[src/design/bsc_pkg.sv]
// Shared types and constants for the bitmap store with set, get and count.
package bsc_pkg;

  // Width of a byte index taken from a 16-bit bit offset.
  localparam int BYTE_IDX_W = 13;

  // Depth of the command queue between the front and the back.
  localparam int QUEUE_DEPTH = 2;
  localparam int QPTR_W = 1;

  // Mode codes carried in a request.
  localparam logic [2:0] MODE_SET         = 3'd0;
  localparam logic [2:0] MODE_GET         = 3'd1;
  localparam logic [2:0] MODE_COUNT_ALL   = 3'd2;
  localparam logic [2:0] MODE_COUNT_RANGE = 3'd3;
  localparam logic [2:0] MODE_CLEAR       = 3'd4;
  localparam logic [2:0] MODE_STATUS      = 3'd5;

  typedef struct packed {
    logic [2:0]  mode;
    logic [15:0] bit_offset;
    logic        bit_value;
    logic [15:0] start_byte;
    logic [15:0] end_byte;
  } req_t;

  typedef struct packed {
    logic        bit_out;
    logic        changed;
    logic [15:0] ones_count;
    logic [12:0] length_bytes;
    logic        is_empty;
    logic        out_of_range;
  } res_t;

  typedef enum logic [2:0] {
    OP_SET,
    OP_GET,
    OP_COUNT_ALL,
    OP_COUNT_RANGE,
    OP_CLEAR,
    OP_STATUS
  } op_t;

  // Classified request as it travels from the front to the back.
  typedef struct packed {
    op_t                   op;
    logic [BYTE_IDX_W-1:0] byte_idx;
    logic [2:0]            bit_idx;
    logic                  bit_value;
    logic                  oor;
    logic                  range_ok;
    logic [15:0]           start_byte;
    logic [15:0]           end_byte;
  } cmd_t;

  typedef enum logic [2:0] {
    ST_IDLE,
    ST_READ,
    ST_FILL,
    ST_COUNT,
    ST_TAIL,
    ST_EMIT
  } back_state_t;

endpackage

[src/design/bsc_queue.sv]
// Short command queue that decouples the front end from the back end.
module bsc_queue (
  input  logic          clk,
  input  logic          rst,
  input  logic          push,
  input  bsc_pkg::cmd_t wr_data,
  output logic          full,
  input  logic          pop,
  output logic          rd_valid,
  output bsc_pkg::cmd_t rd_data
);

  bsc_pkg::cmd_t                 slots [bsc_pkg::QUEUE_DEPTH];
  logic [bsc_pkg::QPTR_W-1:0]    wptr;
  logic [bsc_pkg::QPTR_W-1:0]    rptr;
  logic [bsc_pkg::QPTR_W:0]      fill;

  assign full     = fill == (bsc_pkg::QPTR_W + 1)'(bsc_pkg::QUEUE_DEPTH);
  assign rd_valid = fill != '0;
  assign rd_data  = slots[rptr];

  always_ff @(posedge clk) begin
    if (rst) begin
      wptr <= '0;
      rptr <= '0;
      fill <= '0;
    end else begin
      if (push) begin
        wptr <= wptr + 1'b1;
      end
      if (pop) begin
        rptr <= rptr + 1'b1;
      end
      if (push && !pop) begin
        fill <= fill + 1'b1;
      end else if (pop && !push) begin
        fill <= fill - 1'b1;
      end
    end
  end

  always_ff @(posedge clk) begin
    if (push) begin
      slots[wptr] <= wr_data;
    end
  end

endmodule

[config.mk]
export PLATFORM = sky130hd
export DESIGN_NAME = bsc_queue
export DESIGN_NICKNAME = d
export VERILOG_FILES = /design/src/design/bsc_pkg.sv /design/src/design/bsc_queue.sv
export SDC_FILE = /design/constraint.sdc
export NUM_CORES = 1
export LEC_CHECK = 0
export ABC_AREA = 0
export BUFFER_PORTS_ARGS = -buffer_cell sky130_fd_sc_hd__buf_2
export CAP_MARGIN = 20
export CORE_ASPECT_RATIO = 1.1
export CORE_MARGIN = 3
export CORE_UTILIZATION = 55
export CTS_CLUSTER_SIZE = 24
export DETAILED_ROUTE_END_ITERATION = 10
export GPL_TIMING_DRIVEN = 0
export MAX_ROUTING_LAYER = met4
export PLACE_DENSITY = 0.86
export SLEW_MARGIN = 20
export SYNTH_ARGS = -nofsm -noshare
export SYNTH_HDL_FRONTEND = slang
export SYNTH_SLANG_ARGS = --single-unit
export TNS_END_PERCENT = 50
[constraint.sdc]
create_clock -name clk -period 8.2 [get_ports clk]
set_input_delay 0.82 -clock clk [delete_from_list [all_inputs] [get_ports clk]]
set_output_delay 0.82 -clock clk [all_outputs]
set_load 0.02 [all_outputs]
==> results.sh <==
export IMPL_clk_path_buf_depth=2
export IMPL_setup_tns_ns=0
export IMPL_clk_latency_ns=0.49
export IMPL_ctsResizeCount=0
export IMPL_slew_violations=0
export IMPL_cts_root_buffer="clkbuf_8"
export IMPL_core_area_sq_mm=0.007127
export IMPL_die_area_sq_mm=0.008572
export IMPL_grt_pass1_vias=2291
export IMPL_critPathKind="reg2out"
export IMPL_seqPwrFrac_pct=42.6
export IMPL_post_route_period_util_pct=31.22
export IMPL_rr_worst_depth=1
export IMPL_gr_total_overflow=0
export IMPL_max_vdd_ir_drop_v=0.0002010
export IMPL_finalHoldViolCount=0
export IMPL_cp_max_fo=10
export IMPL_clk_pin_slew_ns=0.05
export IMPL_wirelength_um=6977
export IMPL_grt_max_degree=55
export IMPL_cellPowerDensity_mw_per_mm2=293.0
export IMPL_rows=32
export IMPL_yosys_warnings=0
export IMPL_synth_fp_nets=249
export IMPL_cts_hold_buf=0
export IMPL_hold_depth=2
export IMPL_die_w_um=88.55
export IMPL_drc=0
export IMPL_postCtsSetupBuffers=0
export IMPL_start_util_pct=57.85
export IMPL_slew_headroom_pct=50.59
export IMPL_worst_pin_slew_ns=0.7411
export IMPL_p_int_uw=1263
export IMPL_fin_crit_ns=2.560
export IMPL_clockPowerShare_pct=46.7
export IMPL_switching_share_pct=21.11
export IMPL_yosysUniqueCellTypes=17
export IMPL_max_freq_mhz=390.6
export IMPL_drv_cap=0
export IMPL_ys_ff_latch=113
export IMPL_p_switching_uw=338.0
export IMPL_finClkSkew_ns=0.004819
export IMPL_grt_pass1_wl_um=10960
export IMPL_status="complete, no violations"
export IMPL_initialDrtViolationCount=71
export IMPL_via_count=2161
export IMPL_die_h_um=96.81
export IMPL_ant_nets=0
export IMPL_total_power_uw=1601
export IMPL_wire_per_inst_um=16.57
export IMPL_synthesis_area_sq_mm=0.004123
export IMPL_final_common_cell="buf_2"
export IMPL_required_ns=7.38
export IMPL_cts_tree="yes"
export IMPL_fin_nets=383
export IMPL_fillers=426
export IMPL_antenna_found_initial=1
export IMPL_avgSynthCellArea_sq_um=21.70
export IMPL_cts_made_buffers=17
export IMPL_area_delta_synth_final_pct=32.53
export IMPL_io_pins=114
export IMPL_synth_cells=190
export IMPL_final_cell_mix="buf_2, edfxtp_1, mux2_2"
export IMPL_viasPerCell=5.133
export IMPL_hold_class="reg2reg"
export IMPL_dr_pass1_iters=4
export IMPL_crit_path_start_kind="register"
export IMPL_setup_viol=0
export IMPL_gp_congestion=0.7070
export IMPL_yosysSeqAreaShare_pct=81.09
export IMPL_grt_usage_pct=17.85
export IMPL_pwr_share_comb_pct=10.6
export IMPL_cts_sinks=113
export IMPL_rsz0062_at_grt="no"
export IMPL_leakage_uw=0.002113
export IMPL_crit_path_end_kind="primary output"
export IMPL_port_buffers=113
export IMPL_drive_gt1_share_pct=61.49
export IMPL_cp_arrival_ns=1.74
export IMPL_cts_htree_levels=4
export IMPL_hpwl_um=4659
==> final cells by class <==
type | instances | area (sq um) | share of cell area (%)
flip-flops and latches | 113 | 3343 | 61.19
multi-input cells | 70 | 724.4 | 13.26
repair buffers | 115 | 613.1 | 11.22
clock buffers | 18 | 417.9 | 7.648
clock inverters | 12 | 191.4 | 3.504
well taps | 85 | 106.4 | 1.946
plain buffers | 6 | 61.31 | 1.122
inverters | 1 | 3.754 | 0.06870
diodes | 1 | 2.502 | 0.04580
==> metal layers <==
layer	vias to the layer above	track usage, %	part of all wire (%)
met5	-	-	0
met4	0	7.791	1.1
met3	6	5.877	6.4
met2	71	30.17	55
met1	1066	18.64	37
li1	1018	-	-
==> registers in the layout, summed over array words and instances (netlist names), named ones only <==
name,count
slots,108
fill,2
rptr,1
wptr,1
==> kinds of logic after synthesis <==
group	Yosys count	synth area share, %
DFF	113	81.09
muxes	54	14.75
and+or+nand+nor	9	1.184
buffers and inverters	7	1.578
xor gates and xnor gates	4	0.8499
AOI/OAI and AO/OA	2	0.2426
adders and majority gates	1	0.3034
==> power by group through the flow <==
stage | clock network (uW) | registers, uW | logic (uW)
6_report | 748 | 683 | 170
4_1_cts | 758 | 683 | 174
5_1_grt | 783 | 686 | 182
3_3_place_gp | 0 | 695 | 163
3_5_place_dp | 0 | 694 | 172
2_1_floorplan | 0 | 693 | 109
==> Yosys cell counts (all sizes together) <==
master  number  area (sq um)
dfxtp        5         100.1
nor2         4         15.01
mux2        54         608.1
xor2         2         17.52
nor2b        1         6.260
or3          1         6.260
o21ai        1         5.000
and2         1         6.260
xnor2        2         17.52
ha           1         12.51
buf          6         61.30
and2b        1         8.760
inv          1         3.750
a21oi        1         5.000
or2          1         6.260
edfxtp     108          3243
==> metrics by stage <==
step | worst slack (ns) | instance area (sq um) | util [%] | hold slack [ns] | instances
5_1_grt | 5.534 | 5464 | 76.67 | 0.4835 | 421
3_5_place_dp | 6.118 | 4852 | 68.08 | 0.4944 | 390
4_1_cts | 5.584 | 5461 | 76.63 | 0.4886 | 420
3_3_place_gp | 3.178 | 4795 | 67.28 | 0.4758 | 388
6_report | 5.640 | 5464 | 76.67 | 0.4986 | 421
2_1_floorplan | 4.520 | 4123 | - | 0.4564 | 190
==> worst max-delay path, cell delays in order, from the launching register on <==
cell and delay [ns]:
dfxtp_1 0.30, buf_2 0.25, buf_6 0.19, mux2_2 0.35, buf_2 0.17
==> path summary, 6_finish.rpt <==
kind	slack [ns]	end	startpoint
worst max-delay path	5.64	rd_data[22]	register
worst max register to register	6.72	slots[1][38]	wptr
worst min register to register	0.50	fill[1]	fill[1]
worst min-delay path	0.50	fill[1]	fill[1]
(Power assumes the default switching activity.)
