===== src/design/bsc_pkg.sv =====
// Shared types and constants for the bitmap store with set, get and count.
package bsc_pkg;

  // Width of a byte index taken from a 16-bit bit offset.
  localparam int BYTE_IDX_W = 13;

  // Depth of the command queue between the front and the back.
  localparam int QUEUE_DEPTH = 2;
  localparam int QPTR_W = 1;

  // Mode codes carried in a request.
  localparam logic [2:0] MODE_SET         = 3'd0;
  localparam logic [2:0] MODE_GET         = 3'd1;
  localparam logic [2:0] MODE_COUNT_ALL   = 3'd2;
  localparam logic [2:0] MODE_COUNT_RANGE = 3'd3;
  localparam logic [2:0] MODE_CLEAR       = 3'd4;
  localparam logic [2:0] MODE_STATUS      = 3'd5;

  typedef struct packed {
    logic [2:0]  mode;
    logic [15:0] bit_offset;
    logic        bit_value;
    logic [15:0] start_byte;
    logic [15:0] end_byte;
  } req_t;

  typedef struct packed {
    logic        bit_out;
    logic        changed;
    logic [15:0] ones_count;
    logic [12:0] length_bytes;
    logic        is_empty;
    logic        out_of_range;
  } res_t;

  typedef enum logic [2:0] {
    OP_SET,
    OP_GET,
    OP_COUNT_ALL,
    OP_COUNT_RANGE,
    OP_CLEAR,
    OP_STATUS
  } op_t;

  // Classified request as it travels from the front to the back.
  typedef struct packed {
    op_t                   op;
    logic [BYTE_IDX_W-1:0] byte_idx;
    logic [2:0]            bit_idx;
    logic                  bit_value;
    logic                  oor;
    logic                  range_ok;
    logic [15:0]           start_byte;
    logic [15:0]           end_byte;
  } cmd_t;

  typedef enum logic [2:0] {
    ST_IDLE,
    ST_READ,
    ST_FILL,
    ST_COUNT,
    ST_TAIL,
    ST_EMIT
  } back_state_t;

endpackage


===== src/design/bsc_front.sv =====
// Front end: accepts requests and classifies them into commands for the queue.
module bsc_front #(
  parameter int DEPTH_BYTES = 4096
) (
  input  logic          req_valid,
  output logic          req_stall,
  input  bsc_pkg::req_t req_data,
  input  logic          q_full,
  output logic          q_push,
  output bsc_pkg::cmd_t cmd
);

  localparam int LW = $clog2(DEPTH_BYTES + 1);
  localparam int CW = (LW > 16) ? LW : 16;

  logic [CW-1:0] byte_wide;

  assign req_stall = q_full;
  assign q_push    = req_valid && !q_full;
  assign byte_wide = CW'(req_data.bit_offset[15:3]);

  always_comb begin
    case (req_data.mode)
      bsc_pkg::MODE_SET:         cmd.op = bsc_pkg::OP_SET;
      bsc_pkg::MODE_GET:         cmd.op = bsc_pkg::OP_GET;
      bsc_pkg::MODE_COUNT_ALL:   cmd.op = bsc_pkg::OP_COUNT_ALL;
      bsc_pkg::MODE_COUNT_RANGE: cmd.op = bsc_pkg::OP_COUNT_RANGE;
      bsc_pkg::MODE_CLEAR:       cmd.op = bsc_pkg::OP_CLEAR;
      default:                   cmd.op = bsc_pkg::OP_STATUS;
    endcase
    cmd.byte_idx   = req_data.bit_offset[15:3];
    cmd.bit_idx    = req_data.bit_offset[2:0];
    cmd.bit_value  = req_data.bit_value;
    // Only a set reports a byte beyond the capacity.
    cmd.oor        = (req_data.mode == bsc_pkg::MODE_SET) &&
                     (byte_wide >= CW'(DEPTH_BYTES));
    cmd.range_ok   = req_data.start_byte <= req_data.end_byte;
    cmd.start_byte = req_data.start_byte;
    cmd.end_byte   = req_data.end_byte;
  end

endmodule


===== config.mk =====
export PLATFORM = sky130hd
export DESIGN_NAME = bsc_front
export DESIGN_NICKNAME = d
export VERILOG_FILES = /design/src/design/bsc_pkg.sv /design/src/design/bsc_front.sv
export SDC_FILE = /design/constraint.sdc
export NUM_CORES = 1
export LEC_CHECK = 0
export BUFFER_PORTS_ARGS = -buffer_cell sky130_fd_sc_hd__buf_2
export CAP_MARGIN = 15
export CORE_ASPECT_RATIO = 1.4
export CORE_MARGIN = 2
export CORE_UTILIZATION = 36
export DETAILED_ROUTE_END_ITERATION = 10
export PLACE_DENSITY_LB_ADDON = 0.1
export SLEW_MARGIN = 20
export SYNTH_ARGS = -nofsm -noshare
export SYNTH_HDL_FRONTEND = slang
export SYNTH_SLANG_ARGS = --single-unit
export TNS_END_PERCENT = 5

===== constraint.sdc =====
create_clock -name vclk -period 4.4
set_clock_uncertainty 0.15 [all_clocks]
set_input_delay 0.66 -clock vclk [all_inputs]
set_output_delay 0.66 -clock vclk [all_outputs]
set_load 0.1 [all_outputs]

==> results.sh <==
export IMPL_drtIter0Drc=5
export IMPL_hold_viol=0
export IMPL_routed_top_layer="met4"
export IMPL_num_vias=710
export IMPL_layout_drive_gt1_share_pct=59.42
export IMPL_drtAntennaViolNets=0
export IMPL_critPathKind="primary input to primary output"
export IMPL_wl_per_cell_um=8.781
export IMPL_maxCapViolCount=0
export IMPL_slew_headroom_pct=67.73
export IMPL_setup_viol=0
export IMPL_synth_distinct_cells=18
export IMPL_postPlaceCellArea_um2=863.3
export IMPL_fmax_mhz=314.8
export IMPL_finalNetCount=210
export IMPL_initial_core_util_pct=38.02
export IMPL_routed_wl_mm=1.405
export IMPL_fin_area_um2=863.3
export IMPL_io_buffers=78
export IMPL_drcViolationCount=0
export IMPL_rsz0062_at_grt="false"
export IMPL_track_usage_pct=8.409
export IMPL_grt_pass1_vias=543
export IMPL_powerDensity_nw_per_um2=252.6
export IMPL_synth_seq_area_share_pct=0
export IMPL_drtPass1Iterations=4
export IMPL_timing_final_max_slew_violations=0
export IMPL_seq_cells=0
export IMPL_critPathMaxFanout=3
export IMPL_viasPerCell=4.438
export IMPL_fillers=240
export IMPL_cts_hold_buf=0
export IMPL_end_kind="primary output"
export IMPL_crit_required_ps=3590
export IMPL_core_um2=2152
export IMPL_period_share_pct=72.20
export IMPL_avgSynthCellArea_um2=7.372
export IMPL_crit_path_start="req_data[14]"
export IMPL_hold_class="primary input to primary output"
export IMPL_die_area_um2=2676
export IMPL_cpPeakStageDelay_ps=460
export IMPL_clock_buffers=0
export IMPL_dp_cells=160
export IMPL_path_cells="buf_2 -> inv_1 -> ha_1 -> a21oi_1 -> nand2_1 -> a221o_1 -> o31ai_2 -> buf_2"
export IMPL_diodes=0
export IMPL_min_period_ps=3177
export IMPL_vdd_drop_max_mv=0.09096
export IMPL_wl_met3_um=180
export IMPL_io_pins=110
export IMPL_status="completed"
export IMPL_routed_wl_met2_um=716
export IMPL_netlist_area_um2=818.3
export IMPL_postLayoutCoreUtil_pct=40.12
export IMPL_globalplace_congestion=0.6363
export IMPL_leakagePower_uw=0.0005763
export IMPL_ctsResizeCount=0
export IMPL_grt_pass1_wl_mm=1.904
export IMPL_area_growth_pct=5.505
export IMPL_cp_arrival_ps=2370
export IMPL_synth_nets=181
export IMPL_dp_hpwl_mm=1.359
export IMPL_antenna_found_initial=0
export IMPL_layoutNonFillerInstCount=160
export IMPL_post_cts_buffers=0
export IMPL_seqCellArea_um2=0
export IMPL_worst_pin_slew_ps=487.4
export IMPL_grt_max_degree=5
export IMPL_worstSetupEndpoint="cmd[32]"
export IMPL_path_common_cell="buf_2"
export IMPL_multi_input_area_um2=385.4
export IMPL_grt_overflow=0
export IMPL_rows=20
export IMPL_yosys_warnings=0
export IMPL_die_x_um=44.30
export IMPL_drt_met1_wl_um=488
export IMPL_cp_slowest_cell="buf_2"
export IMPL_tns_ps=0
export IMPL_synthCells=111
export IMPL_worstSetupStartpointType="primary input"
export IMPL_die_h_um=60.41
synth_stat cells (all sizes together):
master	instances	area share (%)
inv	16	7.3
nand2	3	1.4
nor2b	3	2.3
nor4	1	1.5
nand4	3	2.3
ha	16	24
clkbuf	1	0.46
a221o	1	1.2
a21oi	6	3.7
nor4b	1	1.1
buf	50	46
o31ai	1	1.5
nand3	2	1.2
a21boi	1	1.4
a21o	2	1.8
o21ai	2	1.2
and2	1	0.77
nor2	1	0.46
cell families after synthesis:
family,Yosys count,synth area share [%]
AO/OA/AOI/OAI,13,10.86
adder cells (fa/ha/maj),16,24.46
buffers and inverters,67,53.67
AND/OR/NAND/NOR,15,11.01
routing by layer:
metal	vias up	global-route usage, %
li1	370	-
met2	42	15.76
met3	8	1.190
met5	-	0
met4	0	2.597
met1	290	9.643
placed cells by master (no fill, tap or decap):
| cell type | instances |
|---|---|
| buf_2 | 78 |
| inv_1 | 16 |
| ha_1 | 16 |
| a21oi_1 | 6 |
| nor2b_1 | 3 |
| nand2_1 | 3 |
| nand4_1 | 3 |
| a21o_1 | 2 |
| nand3_1 | 2 |
| o21ai_0 | 2 |
| nor4b_2 | 1 |
| nor2_1 | 1 |
| a221o_1 | 1 |
| and2_1 | 1 |
| nor4_2 | 1 |
| a21boi_2 | 1 |
| o31ai_2 | 1 |
where the power goes:
group	switching [uW]	leakage (uW)	internal, uW
clock	0	0	0
combinational	178	0.000576	40.5
sequential	0	0	0
final cells by class:
cell class | count | area share, %
inverters | 16 | 6.957
multi-input cells | 44 | 44.64
well taps | 22 | 3.188
repair buffers | 78 | 45.22
critical path: cells and delay by family:
| family | cells | cell delay (ps) |
|---|---|---|
| AOI/OAI and AO/OA | 3 | 740 |
| buffers and inverters | 3 | 570 |
| adders and majority gates | 1 | 310 |
| and+or+nand+nor | 1 | 70 |
per-stage QoR:
| stage | total power [uW] | worst slack (ps) | hold WS [ps] |
|---|---|---|---|
| after floorplan | 267.9 | 640.2 | 1359 |
| after global routing | 228.3 | 1120 | 1170 |
| after global placement | 218.6 | 1239 | 1171 |
| final | 218.1 | 1223 | 1170 |
| after CTS | 219.8 | 1216 | 1171 |
| after detailed placement | 219.4 | 1220 | 1171 |
worst min-delay path by stage:
stage | startpoint | to | slack (ps) | cells past startpoint
floorplan | req_data[50] | cmd[33] | 1360 | 1
global placement | req_data[33] | cmd[35] | 1170 | 0
detailed placement | req_data[33] | cmd[35] | 1170 | 0
CTS | req_data[33] | cmd[35] | 1170 | 0
global route | req_data[41] | cmd[43] | 1170 | 0
finish | req_data[37] | cmd[39] | 1170 | 0
Note: power is estimated with default switching activity, not from simulation.
